<file path="config.mk">
export PLATFORM = sky130hd
export DESIGN_NAME = ellipse_quadrant_rasterizer_core
export DESIGN_NICKNAME = d
export VERILOG_FILES = /design/src/sv/eqr_pkg.sv /design/src/sv/eqr_ctrl.sv /design/src/sv/eqr_datapath.sv /design/src/sv/ellipse_quadrant_rasterizer_core.sv
export SDC_FILE = /design/constraint.sdc
export NUM_CORES = 2
export LEC_CHECK = 0
export BUFFER_PORTS_ARGS = -buffer_cell sky130_fd_sc_hd__buf_4
export CORE_ASPECT_RATIO = 1.4
export CORE_MARGIN = 10
export CORE_UTILIZATION = 65
export CTS_CLUSTER_DIAMETER = 120
export DETAILED_ROUTE_END_ITERATION = 10
export PLACE_DENSITY = 0.82
export SYNTH_ARGS = -nofsm -noshare
export SYNTH_HDL_FRONTEND = slang
export SYNTH_HIERARCHICAL = 1
export SYNTH_SLANG_ARGS = --single-unit
export TNS_END_PERCENT = 50
</file>
<file path="constraint.sdc">
create_clock -name clk -period 18.4 [get_ports clk]
set_input_delay 2.76 -clock clk [delete_from_list [all_inputs] [get_ports clk]]
set_output_delay 2.76 -clock clk [all_outputs]
set_load 0.02 [all_outputs]
</file>
<file path="src/sv/eqr_pkg.sv">
// ----------------------------------------------------------------------------
// eqr_pkg
// shared constants, command and status types of the ellipse quadrant rasterizer
// ----------------------------------------------------------------------------
`default_nettype none

package eqr_pkg;

    localparam int COORD_W   = 10;
    localparam int COLOR_W   = 4;
    localparam int SQ_W      = 2 * COORD_W;
    localparam int OP_W      = 2 * (COORD_W + 1);
    localparam int PROD_W    = 2 * OP_W;
    localparam int DEC_W     = 4 * COORD_W + 8;
    localparam int S_TDATA_W = ((2 * COORD_W + 7) / 8) * 8;
    localparam int M_TDATA_W = ((2 * COORD_W + COLOR_W + 7) / 8) * 8;

    localparam logic [COLOR_W-1:0] COLOR_RESET = COLOR_W'(15);

    typedef enum logic [0:0] {
        ACT_START = 1'b0,
        ACT_STEP  = 1'b1
    } action_t;

    typedef enum logic [3:0] {
        MUL_A_A,
        MUL_B_B,
        MUL_AA_B,
        MUL_BB_X1,
        MUL_AA_Y2M1,
        MUL_BB_X23,
        MUL_AA_Y,
        MUL_HX_HX,
        MUL_YM_YM,
        MUL_BB_T1,
        MUL_AA_T2,
        MUL_AA_BB
    } mul_sel_t;

    typedef enum logic [3:0] {
        OP_NONE,
        OP_LATCH,
        OP_LOAD_AA,
        OP_LOAD_BB,
        OP_START_EMIT,
        OP_T1_LOAD,
        OP_T2_LOAD,
        OP_STAY_CMP,
        OP_R1_EMIT,
        OP_DEC_LOAD,
        OP_DEC_ADD4,
        OP_DEC_SUB4_R2,
        OP_R2_EMIT
    } dp_op_t;

    typedef enum logic [4:0] {
        ST_IDLE,
        ST_SQ_A,
        ST_SQ_B,
        ST_AB,
        ST_START_EMIT,
        ST_R1_A,
        ST_R1_B,
        ST_R1_C,
        ST_R1_D,
        ST_R1_E,
        ST_I2,
        ST_I3,
        ST_I4,
        ST_I5,
        ST_I6,
        ST_R2_A,
        ST_R2_B,
        ST_R2_C
    } state_t;

    typedef struct packed {
        mul_sel_t mul_sel;
        logic     mul_load;
        dp_op_t   op;
    } dp_cmd_t;

    typedef struct packed {
        logic active;
        logic region_two;
        logic stay;
        logic out_free;
    } dp_stat_t;

endpackage

`default_nettype wire

</file>
<file path="src/sv/eqr_ctrl.sv">
// ----------------------------------------------------------------------------
// eqr_ctrl
// sequencer that steps the shared multiplier and the decision update
// ----------------------------------------------------------------------------
`default_nettype none

module eqr_ctrl (
    input  wire logic             clk,
    input  wire logic             rst_n,
    input  wire logic             s_tvalid,
    output logic                  s_tready,
    input  wire logic             s_tuser,
    input  wire eqr_pkg::dp_stat_t stat,
    output eqr_pkg::dp_cmd_t      cmd
);
    import eqr_pkg::*;

    state_t state_reg;
    state_t state_next;
    logic   accept;

    assign s_tready = (state_reg == ST_IDLE);
    assign accept   = s_tvalid && s_tready;

    always_ff @(posedge clk or negedge rst_n)
    begin
        if (!rst_n)
        begin
            state_reg <= ST_IDLE;
        end
        else
        begin
            state_reg <= state_next;
        end
    end

    always_comb
    begin
        state_next   = state_reg;
        cmd.mul_sel  = MUL_A_A;
        cmd.mul_load = 1'b0;
        cmd.op       = OP_NONE;
        unique case (state_reg)
            ST_IDLE:
            begin
                if (accept)
                begin
                    if (action_t'(s_tuser) == ACT_START)
                    begin
                        cmd.op     = OP_LATCH;
                        state_next = ST_SQ_A;
                    end
                    else if (stat.active)
                    begin
                        state_next = stat.region_two ? ST_R2_A : ST_R1_A;
                    end
                end
            end
            ST_SQ_A:
            begin
                cmd.mul_sel  = MUL_A_A;
                cmd.mul_load = 1'b1;
                state_next   = ST_SQ_B;
            end
            ST_SQ_B:
            begin
                cmd.mul_sel  = MUL_B_B;
                cmd.mul_load = 1'b1;
                cmd.op       = OP_LOAD_AA;
                state_next   = ST_AB;
            end
            ST_AB:
            begin
                cmd.mul_sel  = MUL_AA_B;
                cmd.mul_load = 1'b1;
                cmd.op       = OP_LOAD_BB;
                state_next   = ST_START_EMIT;
            end
            ST_START_EMIT:
            begin
                if (stat.out_free)
                begin
                    cmd.op     = OP_START_EMIT;
                    state_next = ST_IDLE;
                end
            end
            ST_R1_A:
            begin
                cmd.mul_sel  = MUL_BB_X1;
                cmd.mul_load = 1'b1;
                state_next   = ST_R1_B;
            end
            ST_R1_B:
            begin
                cmd.mul_sel  = MUL_AA_Y2M1;
                cmd.mul_load = 1'b1;
                cmd.op       = OP_T1_LOAD;
                state_next   = ST_R1_C;
            end
            ST_R1_C:
            begin
                cmd.mul_sel  = MUL_BB_X23;
                cmd.mul_load = 1'b1;
                cmd.op       = OP_STAY_CMP;
                state_next   = ST_R1_D;
            end
            ST_R1_D:
            begin
                cmd.mul_sel  = MUL_AA_Y;
                cmd.mul_load = 1'b1;
                cmd.op       = OP_T1_LOAD;
                state_next   = ST_R1_E;
            end
            ST_R1_E:
            begin
                if (stat.stay)
                begin
                    if (stat.out_free)
                    begin
                        cmd.op     = OP_R1_EMIT;
                        state_next = ST_IDLE;
                    end
                end
                else
                begin
                    cmd.mul_sel  = MUL_HX_HX;
                    cmd.mul_load = 1'b1;
                    state_next   = ST_I2;
                end
            end
            ST_I2:
            begin
                cmd.mul_sel  = MUL_YM_YM;
                cmd.mul_load = 1'b1;
                cmd.op       = OP_T1_LOAD;
                state_next   = ST_I3;
            end
            ST_I3:
            begin
                cmd.mul_sel  = MUL_BB_T1;
                cmd.mul_load = 1'b1;
                cmd.op       = OP_T2_LOAD;
                state_next   = ST_I4;
            end
            ST_I4:
            begin
                cmd.mul_sel  = MUL_AA_T2;
                cmd.mul_load = 1'b1;
                cmd.op       = OP_DEC_LOAD;
                state_next   = ST_I5;
            end
            ST_I5:
            begin
                cmd.mul_sel  = MUL_AA_BB;
                cmd.mul_load = 1'b1;
                cmd.op       = OP_DEC_ADD4;
                state_next   = ST_I6;
            end
            ST_I6:
            begin
                cmd.op     = OP_DEC_SUB4_R2;
                state_next = ST_R2_A;
            end
            ST_R2_A:
            begin
                cmd.mul_sel  = MUL_AA_Y;
                cmd.mul_load = 1'b1;
                state_next   = ST_R2_B;
            end
            ST_R2_B:
            begin
                cmd.mul_sel  = MUL_BB_X1;
                cmd.mul_load = 1'b1;
                cmd.op       = OP_T1_LOAD;
                state_next   = ST_R2_C;
            end
            ST_R2_C:
            begin
                if (stat.out_free)
                begin
                    cmd.op     = OP_R2_EMIT;
                    state_next = ST_IDLE;
                end
            end
            default:
            begin
                state_next = ST_IDLE;
            end
        endcase
    end

endmodule

`default_nettype wire

</file>
<file path="src/sv/eqr_datapath.sv">
// ----------------------------------------------------------------------------
// eqr_datapath
// coordinate, square and decision registers, shared multiplier, output register
// ----------------------------------------------------------------------------
`default_nettype none

module eqr_datapath (
    input  wire logic                          clk,
    input  wire logic                          rst_n,
    input  wire eqr_pkg::dp_cmd_t              cmd,
    output eqr_pkg::dp_stat_t                  stat,
    input  wire logic [eqr_pkg::COORD_W-1:0]   axis_a,
    input  wire logic [eqr_pkg::COORD_W-1:0]   axis_b,
    input  wire logic [eqr_pkg::COLOR_W-1:0]   draw_color,
    input  wire logic                          m_tready,
    output logic                               m_tvalid,
    output logic [eqr_pkg::COORD_W-1:0]        pixel_x,
    output logic [eqr_pkg::COORD_W-1:0]        pixel_y,
    output logic [eqr_pkg::COLOR_W-1:0]        pixel_color,
    output logic                               last_pixel
);
    import eqr_pkg::*;

    // control state
    logic active_reg, active_next;
    logic r2_reg, r2_next;
    logic stay_reg, stay_next;
    logic out_valid_reg, out_valid_next;

    // payload
    logic [COORD_W-1:0] a_in_reg, a_in_next;
    logic [COORD_W-1:0] x_reg, x_next;
    logic [COORD_W-1:0] y_reg, y_next;
    logic [SQ_W-1:0]    aa_reg, aa_next;
    logic [SQ_W-1:0]    bb_reg, bb_next;
    logic [PROD_W-1:0]  prod_reg, prod_next;
    logic [PROD_W-1:0]  t1_reg, t1_next;
    logic [PROD_W-1:0]  t2_reg, t2_next;
    logic [DEC_W-1:0]   dec_reg, dec_next;
    logic [COORD_W-1:0] ox_reg, ox_next;
    logic [COORD_W-1:0] oy_reg, oy_next;
    logic [COLOR_W-1:0] oc_reg, oc_next;

    logic               emit;
    logic               out_free;
    logic [COORD_W:0]   x1;
    logic [COORD_W:0]   y2m1;
    logic [COORD_W+1:0] x23;
    logic [COORD_W:0]   hx;
    logic [COORD_W-1:0] ym;
    logic [OP_W-1:0]    op_a, op_b;
    logic [DEC_W-1:0]   aa_d, bb_d, prod_d, t1_d, vert;
    logic               dec_neg;

    assign out_free = !out_valid_reg || m_tready;
    assign dec_neg  = dec_reg[DEC_W-1];

    assign x1   = {1'b0, x_reg} + (COORD_W+1)'(1);
    assign y2m1 = {y_reg, 1'b0} - (COORD_W+1)'(1);
    assign x23  = (COORD_W+2)'({x_reg, 1'b0}) + (COORD_W+2)'(3);
    assign hx   = {x_reg, 1'b1};
    assign ym   = y_reg - COORD_W'(1);

    assign aa_d   = DEC_W'(aa_reg);
    assign bb_d   = DEC_W'(bb_reg);
    assign prod_d = DEC_W'(prod_reg);
    assign t1_d   = DEC_W'(t1_reg);
    assign vert   = (aa_d << 3) + (aa_d << 2) - (t1_d << 3);

    // shared multiplier operand select
    always_comb
    begin
        op_a = OP_W'(aa_reg);
        op_b = OP_W'(y_reg);
        unique case (cmd.mul_sel)
            MUL_A_A:     begin op_a = OP_W'(a_in_reg); op_b = OP_W'(a_in_reg); end
            MUL_B_B:     begin op_a = OP_W'(y_reg);    op_b = OP_W'(y_reg);    end
            MUL_AA_B:    begin op_a = OP_W'(aa_reg);   op_b = OP_W'(y_reg);    end
            MUL_BB_X1:   begin op_a = OP_W'(bb_reg);   op_b = OP_W'(x1);       end
            MUL_AA_Y2M1: begin op_a = OP_W'(aa_reg);   op_b = OP_W'(y2m1);     end
            MUL_BB_X23:  begin op_a = OP_W'(bb_reg);   op_b = OP_W'(x23);      end
            MUL_AA_Y:    begin op_a = OP_W'(aa_reg);   op_b = OP_W'(y_reg);    end
            MUL_HX_HX:   begin op_a = OP_W'(hx);       op_b = OP_W'(hx);       end
            MUL_YM_YM:   begin op_a = OP_W'(ym);       op_b = OP_W'(ym);       end
            MUL_BB_T1:   begin op_a = OP_W'(bb_reg);   op_b = OP_W'(t1_reg);   end
            MUL_AA_T2:   begin op_a = OP_W'(aa_reg);   op_b = OP_W'(t2_reg);   end
            MUL_AA_BB:   begin op_a = OP_W'(aa_reg);   op_b = OP_W'(bb_reg);   end
            default:     begin op_a = '0;              op_b = '0;              end
        endcase
    end

    assign prod_next = cmd.mul_load ? op_a * op_b : prod_reg;

    always_comb
    begin
        active_next = active_reg;
        r2_next     = r2_reg;
        stay_next   = stay_reg;
        a_in_next   = a_in_reg;
        x_next      = x_reg;
        y_next      = y_reg;
        aa_next     = aa_reg;
        bb_next     = bb_reg;
        t1_next     = t1_reg;
        t2_next     = t2_reg;
        dec_next    = dec_reg;
        emit        = 1'b0;
        unique case (cmd.op)
            OP_NONE:
            begin
            end
            OP_LATCH:
            begin
                a_in_next = axis_a;
                y_next    = axis_b;
                x_next    = '0;
            end
            OP_LOAD_AA:
            begin
                aa_next = SQ_W'(prod_reg);
            end
            OP_LOAD_BB:
            begin
                bb_next = SQ_W'(prod_reg);
            end
            OP_START_EMIT:
            begin
                // 4b^2 - 4a^2 b + a^2
                dec_next = (bb_d << 2) - (prod_d << 2) + aa_d;
                r2_next  = 1'b0;
                emit     = 1'b1;
            end
            OP_T1_LOAD:
            begin
                t1_next = prod_reg;
            end
            OP_T2_LOAD:
            begin
                t2_next = prod_reg;
            end
            OP_STAY_CMP:
            begin
                // 2 b^2 (x+1) < a^2 (2y-1), never once y is zero
                stay_next = (y_reg != '0) && ({t1_reg, 1'b0} < {1'b0, prod_reg});
            end
            OP_R1_EMIT:
            begin
                x_next = x_reg + COORD_W'(1);
                if (dec_neg)
                begin
                    dec_next = dec_reg + (t1_d << 2);
                end
                else
                begin
                    dec_next = dec_reg + (t1_d << 2) + (aa_d << 3) - (prod_d << 3);
                    y_next   = y_reg - COORD_W'(1);
                end
                emit = 1'b1;
            end
            OP_DEC_LOAD:
            begin
                dec_next = prod_d;
            end
            OP_DEC_ADD4:
            begin
                dec_next = dec_reg + (prod_d << 2);
            end
            OP_DEC_SUB4_R2:
            begin
                dec_next = dec_reg - (prod_d << 2);
                r2_next  = 1'b1;
            end
            OP_R2_EMIT:
            begin
                y_next = y_reg - COORD_W'(1);
                if (dec_neg)
                begin
                    dec_next = dec_reg + (prod_d << 3) + vert;
                    x_next   = x_reg + COORD_W'(1);
                end
                else
                begin
                    dec_next = dec_reg + vert;
                end
                emit = 1'b1;
            end
            default:
            begin
            end
        endcase
        if (emit)
        begin
            active_next = (y_next != '0);
        end
    end

    // output register
    assign out_valid_next = emit ? 1'b1 : (m_tready ? 1'b0 : out_valid_reg);
    assign ox_next        = emit ? x_next : ox_reg;
    assign oy_next        = emit ? y_next : oy_reg;
    assign oc_next        = emit ? draw_color : oc_reg;

    always_ff @(posedge clk or negedge rst_n)
    begin
        if (!rst_n)
        begin
            active_reg    <= 1'b0;
            r2_reg        <= 1'b0;
            stay_reg      <= 1'b0;
            out_valid_reg <= 1'b0;
        end
        else
        begin
            active_reg    <= active_next;
            r2_reg        <= r2_next;
            stay_reg      <= stay_next;
            out_valid_reg <= out_valid_next;
        end
    end

    always_ff @(posedge clk)
    begin
        a_in_reg <= a_in_next;
        x_reg    <= x_next;
        y_reg    <= y_next;
        aa_reg   <= aa_next;
        bb_reg   <= bb_next;
        prod_reg <= prod_next;
        t1_reg   <= t1_next;
        t2_reg   <= t2_next;
        dec_reg  <= dec_next;
        ox_reg   <= ox_next;
        oy_reg   <= oy_next;
        oc_reg   <= oc_next;
    end

    assign stat.active     = active_reg;
    assign stat.region_two = r2_reg;
    assign stat.stay       = stay_reg;
    assign stat.out_free   = out_free;

    assign m_tvalid    = out_valid_reg;
    assign pixel_x     = ox_reg;
    assign pixel_y     = oy_reg;
    assign pixel_color = oc_reg;
    assign last_pixel  = (oy_reg == '0);

endmodule

`default_nettype wire

</file>
<file path="src/sv/ellipse_quadrant_rasterizer_core.sv">
// ----------------------------------------------------------------------------
// ellipse_quadrant_rasterizer_core
// midpoint ellipse rasterizer, first quadrant, one pixel per start or open-arc step
// a start request passes SQ_A, SQ_B, AB and START_EMIT, a region-one step passes
//   R1_A to R1_E, a region-two step R2_A to R2_C, and the crossing step R1_A to R1_E,
//   I2 to I6 and R2_A to R2_C; a request is taken only in IDLE, once the last is done;
//   the single shared multiplier yields one registered product per cycle it is loaded
// reset: rst_n clears the sequencer, the output register and the ellipse,
//   and sets draw_color to 15
// ----------------------------------------------------------------------------
`default_nettype none

module ellipse_quadrant_rasterizer_core (
    input  wire logic                            clk,
    input  wire logic                            rst_n,
    // request channel
    input  wire logic                            s_tvalid,
    output logic                                 s_tready,
    input  wire logic [eqr_pkg::S_TDATA_W-1:0]   s_tdata,  // axis_a, axis_b, zero pad
    input  wire logic                            s_tuser,  // action
    // pixel channel
    output logic                                 m_tvalid,
    input  wire logic                            m_tready,
    output logic [eqr_pkg::M_TDATA_W-1:0]        m_tdata,  // pixel_x, pixel_y, pixel_color
    output logic                                 m_tlast,  // last_pixel
    // color register write
    input  wire logic                            cfg_valid,
    output logic                                 cfg_ready,
    input  wire logic [eqr_pkg::COLOR_W-1:0]     cfg_data
);
    import eqr_pkg::*;

    // color register, written any cycle the port offers data
    logic [COLOR_W-1:0] color_reg, color_next;

    // controller <-> datapath
    dp_cmd_t  cmd;
    dp_stat_t stat;

    // unpacked request fields
    logic [COORD_W-1:0] axis_a;
    logic [COORD_W-1:0] axis_b;

    // unpacked pixel fields
    logic [COORD_W-1:0] pixel_x;
    logic [COORD_W-1:0] pixel_y;
    logic [COLOR_W-1:0] pixel_color;

    assign axis_a = s_tdata[COORD_W-1:0];
    assign axis_b = s_tdata[2*COORD_W-1:COORD_W];

    assign cfg_ready  = 1'b1;
    assign color_next = (cfg_valid && cfg_ready) ? cfg_data : color_reg;

    always_ff @(posedge clk or negedge rst_n)
    begin
        if (!rst_n)
        begin
            color_reg <= COLOR_RESET;
        end
        else
        begin
            color_reg <= color_next;
        end
    end

    // sequencer: one state per multiplier issue or decision update
    eqr_ctrl u_ctrl (
        .clk      (clk),
        .rst_n    (rst_n),
        .s_tvalid (s_tvalid),
        .s_tready (s_tready),
        .s_tuser  (s_tuser),
        .stat     (stat),
        .cmd      (cmd)
    );

    // squares, decision value, coordinates and the pixel output register
    eqr_datapath u_datapath (
        .clk         (clk),
        .rst_n       (rst_n),
        .cmd         (cmd),
        .stat        (stat),
        .axis_a      (axis_a),
        .axis_b      (axis_b),
        .draw_color  (color_reg),
        .m_tready    (m_tready),
        .m_tvalid    (m_tvalid),
        .pixel_x     (pixel_x),
        .pixel_y     (pixel_y),
        .pixel_color (pixel_color),
        .last_pixel  (m_tlast)
    );

    // pack pixel fields, x in the lowest bits
    assign m_tdata = M_TDATA_W'({pixel_color, pixel_y, pixel_x});

endmodule

`default_nettype wire

</file>
==> summary.txt <==
Run status
  – Status: finished with violations
  – Failing checks: capacitance limit, slew limit

Clock tree
  – Hold_buf cts: 0
  – CTS tree: built
  – Post-CTS setup buffers: 0
  – H-tree Lvls: 1
  – Longest Clk Path Bufs: 3
  – Clock latency on the worst-skew pair: 0.66 ns
  – Post-CTS Resized: 0
  – CTS buffer count: 29
  – Clock tree root buffer cell: clkbuf_16
  – Reg clk slew, reported paths: 0.07 ns
  – TritonCTS Sinks: 264

Logic synthesis
  – Top post-synthesis cells by count: inv_1, nand2_1, ha_1
  – Most frequent cell after synthesis: inv_1
  – Synthesized cell area: 0.0485 mm^2
  – Ys async rst share: 4.92%
  – Synth Register Bits: 264
  – Seq/Total Area, Yosys: 15.8%
  – Syn nets: 6867
  – Synth cell types: 105
  – Synth Area per Inst: 8.27 um^2
  – Dominant cell type by area after synthesis: fa_1
  – Synth area leaders: fa_1, edfxtp_1, ha_1
  – Post-synth EDFFs: 231
  – Synth top area share: 18.4%
  – Ys Warns: 6
  – Synth Flop Type: edfxtp_1
  – Cells after synthesis: 5871

Timing
  – Slew HR: -3.38%
  – Min Tclk post-route: 12.68 ns
  – RSZ-0062 raised after global routing: no
  – Final Hold Viols: 0
  – Clk_skew: 0.0290 ns
  – Fmax: 78.9 MHz
  – Tcrit/Tclk final: 68.9%
  – Slew Limit Fails: 3
  – Tightest Pin Transition: 1.54 ns
  – Setup TNS: 0 ns
  – Final setup viols: 0

Detailed routing
  – Drt initial violations: 5121
  – Final ANT Viol Nets: 0
  – DRC: 0
  – Initial DRT Pass Iterations: 7
  – Final WL: 191000 um
  – Via/cell ratio: 6.84
  – Via count: 46400
  – Routed length per instance: 28.1 um

Setup path
  – WS Path Type: flip-flop to flip-flop
  – Worst endpoint data arrival time: 13.06 ns
  – Worst path most repeated cell: inv_1
  – Crit path required time: 18.78 ns
  – Crit path max fanout: 24
  – Top Family by Delay on Critical Path: adder cells
  – Crit path largest cell delay: 0.85 ns
  – Bufs and invs on worst path: 9
  – Worst path slowest cell: nor2_1
  – Critical Path End Type: flip-flop
  – Internal reg-to-reg setup slack: 5.72 ns
  – CP Launch Type: flip-flop

Floorplanning
  – Die Span X: 251 um
  – Rows: 118
  – Die area: 0.0861 mm^2
  – Initial core utilization: 65.6%
  – Core area: 0.0740 mm^2
  – Die height: 343 um
  – Ports: 62

Layout
  – Number of flip-flops in the largest register: 47
  – Total Nets Final: 6793
  – Share of layout cells above drive strength 1: 5.09%
  – Area Overhead vs Synth: 4.97%

Worst hold path
  – Hold Crit Class: flip-flop to flip-flop

Placement
  – DP Wirelength: 149000 um
  – Final RePlAce weighted congestion: 1.10
  – PortBufs: 56

Global route
  – Number of global-route vias before repair: 47100
  – Antenna violations before repair: 3
  – Total grt overflow: 0
  – First-pass GRT wire length: 283000 um
  – Largest net degree at the start of global routing: 53
  – Total GRT Usage: 43.4%

Run
  – Max_cap viols: 1
==> path summary, 6_finish.rpt <==
check                                    start                        end  cells past startpoint
hold / removal                    color_reg[0]  u_datapath/pixel_color[0]                      0
min in group asynchronous                rst_n        u_datapath/m_tvalid                      1
setup reg to reg           u_ctrl/state_reg[2]    u_datapath/prod_reg[39]                     38
setup / recovery           u_ctrl/state_reg[2]    u_datapath/prod_reg[39]                     38
max in group asynchronous                rst_n               color_reg[1]                      1
hold reg to reg                   color_reg[0]  u_datapath/pixel_color[0]                      0
==> cells in the final DEF (no fill, tap or decap), types with 26 or more instances in the layout <==
| cell type | instances |
|---|---|
| a31oi_1 | 46 |
| clkbuf_16 | 29 |
| o21a_1 | 37 |
| a211oi_1 | 38 |
| and2_1 | 46 |
| or3_1 | 29 |
| nor4_1 | 27 |
| nand4_1 | 71 |
| inv_1 | 787 |
| nor3_1 | 77 |
| nand2b_1 | 62 |
| o31ai_1 | 29 |
| nand3_1 | 108 |
| edfxtp_1 | 231 |
| a221oi_1 | 36 |
| a21oi_1 | 413 |
| nand2_1 | 607 |
| nor2_1 | 461 |
| a21o_1 | 154 |
| fa_1 | 447 |
| o21ai_0 | 287 |
| buf_4 | 134 |
| nor2b_1 | 62 |
| and3_1 | 51 |
| xor2_1 | 150 |
| mux2i_1 | 26 |
| o211ai_1 | 53 |
| o21bai_1 | 63 |
| ha_1 | 515 |
| xnor2_1 | 261 |
| a22oi_1 | 38 |
==> layout make-up <==
cell class / instances / area (um^2)
multi-input combinational: 4580 / 37100
fill: 6172 / 23000
sequential: 264 / 7670
inverter: 787 / 2950
tap: 960 / 1200
timing repair buffer: 135 / 1010
clock buffer: 29 / 726
clock inverter: 25 / 255
antenna: 2 / 5.00
==> stage by stage <==
stage | setup slack, ns | utilization, % | instance area [um^2] | instances | hold WS [ns]
3_5_place_dp | 6.18 | 67.5 | 49900 | 6725 | 0.520
2_1_floorplan | 8.35 | - | 48500 | 5871 | 0.421
6_report | 5.72 | 68.9 | 50900 | 6782 | 0.529
4_1_cts | 6.14 | 68.8 | 50900 | 6779 | 0.530
3_3_place_gp | 6.40 | 67.5 | 49900 | 6725 | 0.515
5_1_grt | 5.40 | 68.9 | 50900 | 6780 | 0.534
==> per-layer routing <==
metal / up-vias / GRT usage, % / share of wire (%)
li1: 20100 / - / -
met1: 22100 / 44.5 / 32
met2: 3048 / 72.2 / 47
met3: 1103 / 9.95 / 9.7
met4: 4 / 42.1 / 12
met5: - / 0 / 0.015
==> logic make-up after synthesis <==
kind of cell	Yosys count	share of synthesized area, %
other	1	0.00773
AND/OR/NAND/NOR	1709	16.4
multiplexers	39	0.838
adder cells (fa/ha/maj)	962	31.7
flip-flops	264	15.8
buffers and inverters	1027	8.05
AO/OA/AOI/OAI	1457	19.7
XOR/XNOR	412	7.47
Power is not shown: default switching activity piles up to over one toggle a cycle in this logic, so the estimate is an artifact.
